**config.mk**
```make
export PLATFORM = sky130hd
export DESIGN_NAME = atan2_angle_approximation_top
export DESIGN_NICKNAME = d
export VERILOG_FILES = /design/src/atan2_pkg.sv /design/src/atan2_fold.sv /design/src/atan2_mul.sv /design/src/atan2_div.sv /design/src/atan2_angle_approximation_top.sv
export SDC_FILE = /design/constraint.sdc
export NUM_CORES = 2
export LEC_CHECK = 0
export BUFFER_PORTS_ARGS = -buffer_cell sky130_fd_sc_hd__buf_2
export CORE_MARGIN = 2
export CORE_UTILIZATION = 30
export CTS_CLUSTER_SIZE = 24
export DETAILED_ROUTE_END_ITERATION = 7
export PLACE_DENSITY_LB_ADDON = 0.12
export RECOVER_POWER = 50
export SLEW_MARGIN = 20
export SYNTH_ARGS = -nofsm -noshare
export SYNTH_HDL_FRONTEND = slang
export SYNTH_SLANG_ARGS = --single-unit
```
**constraint.sdc**
```tcl
create_clock -name clk -period 10.4 [get_ports clk]
set_input_delay 0.52 -clock clk [delete_from_list [all_inputs] [get_ports clk]]
set_output_delay 0.52 -clock clk [all_outputs]
set_load 0.01 [all_outputs]
```
**src/atan2_pkg.sv**
```systemverilog
// ----------------------------------------------------------------------------
// atan2_pkg
// shared widths, constants and types of the rational atan2 pipeline
// ----------------------------------------------------------------------------
package atan2_pkg;

    localparam int COORD_W  = 32;   // input coordinate width
    localparam int NARROW_W = 8;    // magnitude width after normalizing shift
    localparam int PROD_W   = 2 * NARROW_W;
    localparam int NUM_W    = 32;   // 60937 * x * y stays below 2^32
    localparam int DEN_W    = 23;   // 61*x*x + 17*y*y stays below 2^23
    localparam int QUOT_W   = 10;   // first-octant angle is at most 781
    localparam int ANGLE_W  = 13;
    localparam int UNF_W    = 18;   // signed width of the unfolding arithmetic
    localparam int TURN_W   = 17;   // width of the turn constants
    localparam int SHIFT_W  = $clog2(COORD_W);

    localparam logic [PROD_W-1:0] NUM_K  = PROD_W'(60937);
    localparam logic [6:0]        DEN_KX = 7'd61;
    localparam logic [6:0]        DEN_KY = 7'd17;

    localparam logic [TURN_W-1:0] QUARTER_TURN_DEF = TURN_W'(1571);
    localparam logic [TURN_W-1:0] HALF_TURN_DEF    = TURN_W'(3142);
    localparam logic [TURN_W-1:0] FULL_TURN_DEF    = TURN_W'(6283);

    // octant folding decisions that travel with each request
    typedef struct packed {
        logic swapped;
        logic xneg;
        logic yneg;
    } atan2_flags_t;

endpackage

```
**src/atan2_fold.sv**
```systemverilog
// ----------------------------------------------------------------------------
// atan2_fold
// two stages: sign fold and swap, then joint normalizing shift to 8 bits
// ----------------------------------------------------------------------------
module atan2_fold (
    input  logic                                clk,
    input  logic                                rst_n,
    input  logic                                in_valid,
    output logic                                in_ready,
    input  logic signed [atan2_pkg::COORD_W-1:0] coord_y,
    input  logic signed [atan2_pkg::COORD_W-1:0] coord_x,
    output logic                                out_valid,
    input  logic                                out_ready,
    output logic [atan2_pkg::NARROW_W-1:0]      ax,
    output logic [atan2_pkg::NARROW_W-1:0]      ay,
    output atan2_pkg::atan2_flags_t             flags
);
    import atan2_pkg::*;

    logic                v1_reg, v2_reg;
    logic                en1, en2;
    logic [COORD_W-1:0]  big_reg, big_next;
    logic [COORD_W-1:0]  small_reg, small_next;
    atan2_flags_t        flg1_reg, flg1_next;
    logic [NARROW_W-1:0] ax_reg, ax_next;
    logic [NARROW_W-1:0] ay_reg, ay_next;
    atan2_flags_t        flg2_reg;
    logic [COORD_W-1:0]  mag_x, mag_y;
    logic [SHIFT_W-1:0]  msb;
    logic [SHIFT_W-1:0]  shift;

    assign en2      = !v2_reg || out_ready;
    assign en1      = !v1_reg || en2;
    assign in_ready = en1;

    // magnitudes as unsigned, so the most negative input folds cleanly
    always_comb
    begin
        mag_x = coord_x[COORD_W-1] ? (COORD_W'(0) - coord_x) : coord_x;
        mag_y = coord_y[COORD_W-1] ? (COORD_W'(0) - coord_y) : coord_y;
        flg1_next.xneg    = coord_x[COORD_W-1];
        flg1_next.yneg    = coord_y[COORD_W-1];
        flg1_next.swapped = mag_y > mag_x;
        big_next   = flg1_next.swapped ? mag_y : mag_x;
        small_next = flg1_next.swapped ? mag_x : mag_y;
    end

    always_comb
    begin
        msb = '0;
        for (int i = 0; i < COORD_W; i++)
        begin
            if (big_reg[i])
            begin
                msb = SHIFT_W'(i);
            end
        end
        shift   = (msb > SHIFT_W'(NARROW_W - 1)) ? (msb - SHIFT_W'(NARROW_W - 1)) : '0;
        ax_next = NARROW_W'(big_reg >> shift);
        ay_next = NARROW_W'(small_reg >> shift);
    end

    always_ff @(posedge clk or negedge rst_n)
    begin
        if (!rst_n)
        begin
            v1_reg <= 1'b0;
            v2_reg <= 1'b0;
        end
        else
        begin
            if (en1)
            begin
                v1_reg <= in_valid;
            end
            if (en2)
            begin
                v2_reg <= v1_reg;
            end
        end
    end

    always_ff @(posedge clk)
    begin
        if (en1 && in_valid)
        begin
            big_reg   <= big_next;
            small_reg <= small_next;
            flg1_reg  <= flg1_next;
        end
        if (en2 && v1_reg)
        begin
            ax_reg   <= ax_next;
            ay_reg   <= ay_next;
            flg2_reg <= flg1_reg;
        end
    end

    assign out_valid = v2_reg;
    assign ax        = ax_reg;
    assign ay        = ay_reg;
    assign flags     = flg2_reg;

endmodule

```
**src/atan2_mul.sv**
```systemverilog
// ----------------------------------------------------------------------------
// atan2_mul
// two stages: 8x8 products, then constant scaling into numerator and denominator
// ----------------------------------------------------------------------------
module atan2_mul (
    input  logic                           clk,
    input  logic                           rst_n,
    input  logic                           in_valid,
    output logic                           in_ready,
    input  logic [atan2_pkg::NARROW_W-1:0] ax,
    input  logic [atan2_pkg::NARROW_W-1:0] ay,
    input  atan2_pkg::atan2_flags_t        in_flags,
    output logic                           out_valid,
    input  logic                           out_ready,
    output logic [atan2_pkg::NUM_W-1:0]    num,
    output logic [atan2_pkg::DEN_W-1:0]    den,
    output atan2_pkg::atan2_flags_t        out_flags
);
    import atan2_pkg::*;

    logic               v1_reg, v2_reg;
    logic               en1, en2;
    logic [PROD_W-1:0]  xy_reg, xy_next;
    logic [PROD_W-1:0]  xx_reg, xx_next;
    logic [PROD_W-1:0]  yy_reg, yy_next;
    atan2_flags_t       flg1_reg, flg2_reg;
    logic [NUM_W-1:0]   num_reg, num_next;
    logic [DEN_W-1:0]   den_reg, den_next;

    assign en2      = !v2_reg || out_ready;
    assign en1      = !v1_reg || en2;
    assign in_ready = en1;

    always_comb
    begin
        xy_next  = ax * ay;
        xx_next  = ax * ax;
        yy_next  = ay * ay;
        num_next = NUM_W'(NUM_K) * NUM_W'(xy_reg);
        den_next = DEN_W'(DEN_KX) * DEN_W'(xx_reg) + DEN_W'(DEN_KY) * DEN_W'(yy_reg);
    end

    always_ff @(posedge clk or negedge rst_n)
    begin
        if (!rst_n)
        begin
            v1_reg <= 1'b0;
            v2_reg <= 1'b0;
        end
        else
        begin
            if (en1)
            begin
                v1_reg <= in_valid;
            end
            if (en2)
            begin
                v2_reg <= v1_reg;
            end
        end
    end

    always_ff @(posedge clk)
    begin
        if (en1 && in_valid)
        begin
            xy_reg   <= xy_next;
            xx_reg   <= xx_next;
            yy_reg   <= yy_next;
            flg1_reg <= in_flags;
        end
        if (en2 && v1_reg)
        begin
            num_reg  <= num_next;
            den_reg  <= den_next;
            flg2_reg <= flg1_reg;
        end
    end

    assign out_valid = v2_reg;
    assign num       = num_reg;
    assign den       = den_reg;
    assign out_flags = flg2_reg;

endmodule

```
**src/atan2_div.sv**
```systemverilog
// ----------------------------------------------------------------------------
// atan2_div
// pipelined restoring divider, one quotient bit per stage, msb first
// ----------------------------------------------------------------------------
module atan2_div (
    input  logic                          clk,
    input  logic                          rst_n,
    input  logic                          in_valid,
    output logic                          in_ready,
    input  logic [atan2_pkg::NUM_W-1:0]   num,
    input  logic [atan2_pkg::DEN_W-1:0]   den,
    input  atan2_pkg::atan2_flags_t       in_flags,
    output logic                          out_valid,
    input  logic                          out_ready,
    output logic [atan2_pkg::QUOT_W-1:0]  quot,
    output logic [atan2_pkg::DEN_W-1:0]   out_den,
    output atan2_pkg::atan2_flags_t       out_flags
);
    import atan2_pkg::*;

    logic [QUOT_W-1:0] v_reg;
    logic [QUOT_W-1:0] en;
    logic [NUM_W-1:0]  rem_reg [QUOT_W];
    logic [QUOT_W-1:0] q_reg   [QUOT_W];
    logic [DEN_W-1:0]  den_reg [QUOT_W];
    atan2_flags_t      flg_reg [QUOT_W];

    for (genvar k = 0; k < QUOT_W; k++)
    begin : g_stage
        localparam int BIT = QUOT_W - 1 - k;

        logic              v_in;
        logic [NUM_W-1:0]  rem_in;
        logic [QUOT_W-1:0] q_in;
        logic [DEN_W-1:0]  den_in;
        atan2_flags_t      flg_in;
        logic [NUM_W:0]    trial;
        logic              take;
        logic [NUM_W-1:0]  rem_next;
        logic [QUOT_W-1:0] q_next;

        if (k == 0)
        begin : g_first
            assign v_in   = in_valid;
            assign rem_in = num;
            assign q_in   = '0;
            assign den_in = den;
            assign flg_in = in_flags;
        end
        else
        begin : g_next
            assign v_in   = v_reg[k-1];
            assign rem_in = rem_reg[k-1];
            assign q_in   = q_reg[k-1];
            assign den_in = den_reg[k-1];
            assign flg_in = flg_reg[k-1];
        end

        if (k == QUOT_W - 1)
        begin : g_last
            assign en[k] = !v_reg[k] || out_ready;
        end
        else
        begin : g_mid
            assign en[k] = !v_reg[k] || en[k+1];
        end

        // quotient never reaches 2^QUOT_W, so the top trial divisor fits
        always_comb
        begin
            trial    = (NUM_W + 1)'(den_in) << BIT;
            take     = {1'b0, rem_in} >= trial;
            rem_next = take ? (rem_in - trial[NUM_W-1:0]) : rem_in;
            q_next   = take ? (q_in | (QUOT_W'(1) << BIT)) : q_in;
        end

        always_ff @(posedge clk or negedge rst_n)
        begin
            if (!rst_n)
            begin
                v_reg[k] <= 1'b0;
            end
            else if (en[k])
            begin
                v_reg[k] <= v_in;
            end
        end

        always_ff @(posedge clk)
        begin
            if (en[k] && v_in)
            begin
                rem_reg[k] <= rem_next;
                q_reg[k]   <= q_next;
                den_reg[k] <= den_in;
                flg_reg[k] <= flg_in;
            end
        end
    end

    assign in_ready  = en[0];
    assign out_valid = v_reg[QUOT_W-1];
    assign quot      = q_reg[QUOT_W-1];
    assign out_den   = den_reg[QUOT_W-1];
    assign out_flags = flg_reg[QUOT_W-1];

endmodule

```
**src/atan2_angle_approximation_top.sv**
```systemverilog
// throughput: one request per cycle while the output is not stalled; the ten-stage divider sets the depth
// each stage holds its own valid bit, so bubbles close up under output back-pressure
// reset: asynchronous, active low, clears all valid bits; data registers are not reset
// ----------------------------------------------------------------------------
// atan2_angle_approximation_top
// angle of (x, y) in milliradians by rational approximation with octant folding
// ----------------------------------------------------------------------------
module atan2_angle_approximation_top #(
    parameter logic [atan2_pkg::TURN_W-1:0] QUARTER_TURN = atan2_pkg::QUARTER_TURN_DEF,
    parameter logic [atan2_pkg::TURN_W-1:0] HALF_TURN    = atan2_pkg::HALF_TURN_DEF,
    parameter logic [atan2_pkg::TURN_W-1:0] FULL_TURN    = atan2_pkg::FULL_TURN_DEF
) (
    input  logic                                 clk,
    input  logic                                 rst_n,
    input  logic                                 in_valid,
    output logic                                 in_ready,
    input  logic signed [atan2_pkg::COORD_W-1:0] coord_y,
    input  logic signed [atan2_pkg::COORD_W-1:0] coord_x,
    output logic                                 out_valid,
    input  logic                                 out_ready,
    output logic [atan2_pkg::ANGLE_W-1:0]        angle_mrad
);
    import atan2_pkg::*;

    localparam logic signed [UNF_W-1:0] QUARTER_S = UNF_W'(QUARTER_TURN);
    localparam logic signed [UNF_W-1:0] HALF_S    = UNF_W'(HALF_TURN);
    localparam logic signed [UNF_W-1:0] FULL_S    = UNF_W'(FULL_TURN);

    logic                fold_valid, fold_ready;
    logic [NARROW_W-1:0] fold_ax, fold_ay;
    atan2_flags_t        fold_flags;
    logic                mul_valid, mul_ready;
    logic [NUM_W-1:0]    mul_num;
    logic [DEN_W-1:0]    mul_den;
    atan2_flags_t        mul_flags;
    logic                div_valid, div_ready;
    logic [QUOT_W-1:0]   div_quot;
    logic [DEN_W-1:0]    div_den;
    atan2_flags_t        div_flags;

    logic                      out_valid_reg;
    logic [ANGLE_W-1:0]        angle_reg, angle_next;
    logic signed [UNF_W-1:0]   val_q, val_h, val_f;

    atan2_fold u_fold (
        .clk       (clk),
        .rst_n     (rst_n),
        .in_valid  (in_valid),
        .in_ready  (in_ready),
        .coord_y   (coord_y),
        .coord_x   (coord_x),
        .out_valid (fold_valid),
        .out_ready (fold_ready),
        .ax        (fold_ax),
        .ay        (fold_ay),
        .flags     (fold_flags)
    );

    atan2_mul u_mul (
        .clk       (clk),
        .rst_n     (rst_n),
        .in_valid  (fold_valid),
        .in_ready  (fold_ready),
        .ax        (fold_ax),
        .ay        (fold_ay),
        .in_flags  (fold_flags),
        .out_valid (mul_valid),
        .out_ready (mul_ready),
        .num       (mul_num),
        .den       (mul_den),
        .out_flags (mul_flags)
    );

    atan2_div u_div (
        .clk       (clk),
        .rst_n     (rst_n),
        .in_valid  (mul_valid),
        .in_ready  (mul_ready),
        .num       (mul_num),
        .den       (mul_den),
        .in_flags  (mul_flags),
        .out_valid (div_valid),
        .out_ready (div_ready),
        .quot      (div_quot),
        .out_den   (div_den),
        .out_flags (div_flags)
    );

    assign div_ready = !out_valid_reg || out_ready;

    // unfold quarter, half, then full turn; exact signed values keep the zero test right
    always_comb
    begin
        val_q = div_flags.swapped ? (QUARTER_S - UNF_W'(div_quot)) : UNF_W'(div_quot);
        val_h = div_flags.xneg ? (HALF_S - val_q) : val_q;
        val_f = (div_flags.yneg && (val_h != '0)) ? (FULL_S - val_h) : val_h;
        angle_next = (div_den == '0) ? '0 : val_f[ANGLE_W-1:0];
    end

    always_ff @(posedge clk or negedge rst_n)
    begin
        if (!rst_n)
        begin
            out_valid_reg <= 1'b0;
        end
        else if (div_ready)
        begin
            out_valid_reg <= div_valid;
        end
    end

    always_ff @(posedge clk)
    begin
        if (div_ready && div_valid)
        begin
            angle_reg <= angle_next;
        end
    end

    assign out_valid  = out_valid_reg;
    assign angle_mrad = angle_reg;

endmodule

```
==> flow_metrics.env <==
export IMPL_synth_edf_count=809
export IMPL_routed_wirelength_mm=139.3
export IMPL_initial_utilization_pct=30.08
export IMPL_critPathArrivalTime_ns=6.66
export IMPL_yosysSeqAreaShare_pct=42.72
export IMPL_yosys_area_top_type="edfxtp_1"
export IMPL_avgSynthCellArea_um2=11.02
export IMPL_portBuffers=82
export IMPL_nets=6213
export IMPL_hold_viol=0
export IMPL_cts_resized=0
export IMPL_die_w_um=442.7
export IMPL_synthTopCellsByArea="edfxtp_1 (42%), ha_1 (12%), fa_1 (7.9%)"
export IMPL_firstDrtPassIters=5
export IMPL_crit_fanout=7
export IMPL_hpwl_mm=110.5
export IMPL_fin_crit_sh_pct=59.95
export IMPL_worstSetupEndpointType="register"
export IMPL_synth_cell_types=94
export IMPL_die_h_um=442.7
export IMPL_grt_pass1_wl_mm=219.6
export IMPL_dr_first_iter_drc_count=1659
export IMPL_fp_coreArea_mm2=0.1920
export IMPL_synthArstFlopShare_pct=1.820
export IMPL_grt_pass1_vias=39160
export IMPL_ctsHtreeMaxLevel=3
export IMPL_ff_latch_area_mm2=0.02467
export IMPL_antenna_found_initial=1
export IMPL_netlist_instances=5241
export IMPL_fin_setup_tns_ns=0
export IMPL_critPathTopFamily="adder cells"
export IMPL_status="finished, violations left"
export IMPL_vias=38070
export IMPL_multi_input_area_mm2=0.03035
export IMPL_path_common_cell="fa_1"
export IMPL_cts_sinks=824
export IMPL_ant_nets=0
export IMPL_synth_top_area_share_pct=42.07
export IMPL_syn2layout_area_growth_pct=11.93
export IMPL_stdcell_area_mm2=0.06463
export IMPL_grt_overflow_total=0
export IMPL_synthesis_area_mm2=0.05774
export IMPL_place_area_mm2=0.06124
export IMPL_via_per_inst=4.785
export IMPL_wl_per_cell_um=17.51
export IMPL_die_area_mm2=0.1960
export IMPL_critical_path_slowest_cell="a2111oi_0"
export IMPL_cap_violations=8
export IMPL_violations="max-capacitance violations, max-slew violations"
export IMPL_grt_max_degree=66
export IMPL_pin_count=83
export IMPL_criticalPathCategory="reg2reg"
export IMPL_fin_cells=7956
export IMPL_numCtsBuffers=99
export IMPL_synth_warnings=0
export IMPL_relSlewSlack_pct=-131.6
export IMPL_cts_setup_buffers=0
export IMPL_cp_required_ns=10.83
export IMPL_ctsRootBufferMaster="clkbuf_16"
export IMPL_cp_start_kind="register"
export IMPL_core_rowCount=161
export IMPL_post_route_min_period_ns=6.234
export IMPL_cp_buffers_inverters=2
export IMPL_fin_skew_ns=0.06334
export IMPL_path_cells="fa_1 > fa_1 > ha_1 > inv_1 > fa_1 > fa_1 > inv_1 > fa_1 > ha_1 > a2111oi_0 > nor2b_1 > o21bai_1 > o21ai_0 > o21ai_0 > or2_2 > a21oi_1 > xnor2_1"
export IMPL_clk_pin_slew_ns=0.06
export IMPL_tritoncts="yes"
export IMPL_track_usage_pct=14.09
export IMPL_clockBufferDepth=3
export IMPL_fill_cells=19260
export IMPL_rsz0062_at_grt="false"
export IMPL_place_congestion=0.8292
export IMPL_mostFrequentLayoutCell="edfxtp_1"
export IMPL_finalSetupViolCount=0
export IMPL_synth_seq_cells=824
export IMPL_hold_path_class="in2reg"
export IMPL_layout_common_cells="edfxtp_1 (809), inv_1 (628), ha_1 (570)"
export IMPL_drive_gt1_share_pct=7.424
export IMPL_largest_reg_flops=288
export IMPL_slowest_delay_ns=0.60
export IMPL_ys_flop_type="edfxtp_1"
export IMPL_drt_drc_violations_left=0
export IMPL_worst_pin_slew_ns=3.474
export IMPL_max_freq_ghz=0.1604
export IMPL_dp_cells=7769
export IMPL_slew_violations=401
export IMPL_clkLatencyLatePin_ns=0.74
timing repair:
| action | 4_1_cts | 5_1_grt |
|---|---|---|
| hold buffers | 2 | 0 |
| endpoints found under the hold margin | 16 | 0 |
| endpoints found under the setup margin | 0 | 0 |
kinds of logic (layout without fill, tap and decap cells):
logic type               after synthesis  after routing  synth area share [%]
AND/OR/NAND/NOR                     1255           1255                 10.88
AO/OA/AOI/OAI                       1048           1048                 11.85
flip-flops                           824            824                 42.72
adder cells (fa/ha/maj)              799            799                 20.29
buffers and inverters                749            932                 4.986
XOR/XNOR                             353            353                 5.354
multiplexers                         212            212                 3.918
other                                  1              7              0.006494
through the flow:
step	util (%)	hold WS, ns	setup slack, ns
final	33.67	0.1288	4.166
after global routing	33.67	0.1207	3.776
after CTS	33.70	0.06539	4.095
after detailed placement	31.90	0.4045	3.776
after global placement	31.90	0.4027	3.711
after floorplan	-	0.2244	4.241
final cells by class:
type,count,share of cell area [%]
Antenna cell,2,0.007743
Clock buffer,113,3.947
Clock inverter,70,1.367
Inverter,629,3.657
Multi-Input combinational cell,3672,46.96
Sequential cell,824,38.17
Tap cell,2526,4.890
Timing Repair Buffer,120,1.005
worst min-delay path, stage by stage:
cell	delay [ns]
buf_2	0.07
nor2b_1	0.08
nand2_1	0.09
nand2b_1	0.05
per-layer routing:
| metal | track usage [%] | vias up | share of wire, % |
|---|---|---|---|
| met1 | 16.41 | 18290 | 41 |
| met3 | 1.832 | 221 | 2.6 |
| met4 | 4.577 | 0 | 3.2 |
| li1 | - | 19030 | - |
| met5 | 0 | - | 0 |
| met2 | 26.45 | 528 | 53 |
worst paths after layout:
check / slack, ns / start / to / cells after the start
setup / recovery: 4.17 / u_mul.xy_reg[4]$_DFFE_PP_ / u_mul.num[27]$_DFFE_PP_ / 17
hold / removal: 0.13 / out_ready / u_div.out_valid$_DFFE_PN0P_ / 4
setup reg to reg: 4.17 / u_mul.xy_reg[4]$_DFFE_PP_ / u_mul.num[27]$_DFFE_PP_ / 17
hold reg to reg: 0.36 / u_div.q_reg[2][8]$_DFFE_PP_ / u_div.q_reg[3][8]$_DFFE_PP_ / 0
max in group asynchronous: 9.36 / rst_n / u_mul.v1_reg$_DFFE_PN0P_ / 2
min in group asynchronous: 0.46 / rst_n / u_div.g_stage[5].v_in$_DFFE_PN0P_ / 2
synth_stat cells, types with 12 or more instances:
library cell,n
clkbuf_1,81
a31oi_1,33
a21boi_0,21
or4_1,14
nor2b_1,67
o31ai_1,51
a21oi_1,272
ha_1,570
buf_1,12
o21bai_1,36
or3_1,40
a211oi_1,44
dfrtp_1,15
nor2_1,283
xor2_1,139
nor3_1,98
edfxtp_1,809
o41ai_1,20
a21o_1,93
a211o_1,12
nand4_1,45
o21ai_0,244
o31a_1,13
or2_2,20
nor4_1,32
o211ai_1,29
nand2_1,331
nand3_1,80
nand2b_1,68
and2_1,88
mux2i_1,127
xnor2_1,214
nor4b_1,13
mux2_2,82
buf_2,21
fa_1,229
and3_1,28
o21a_1,40
inv_1,628
Power is not shown: default switching activity piles up to over one toggle a cycle in this logic, so the estimate is an artifact.
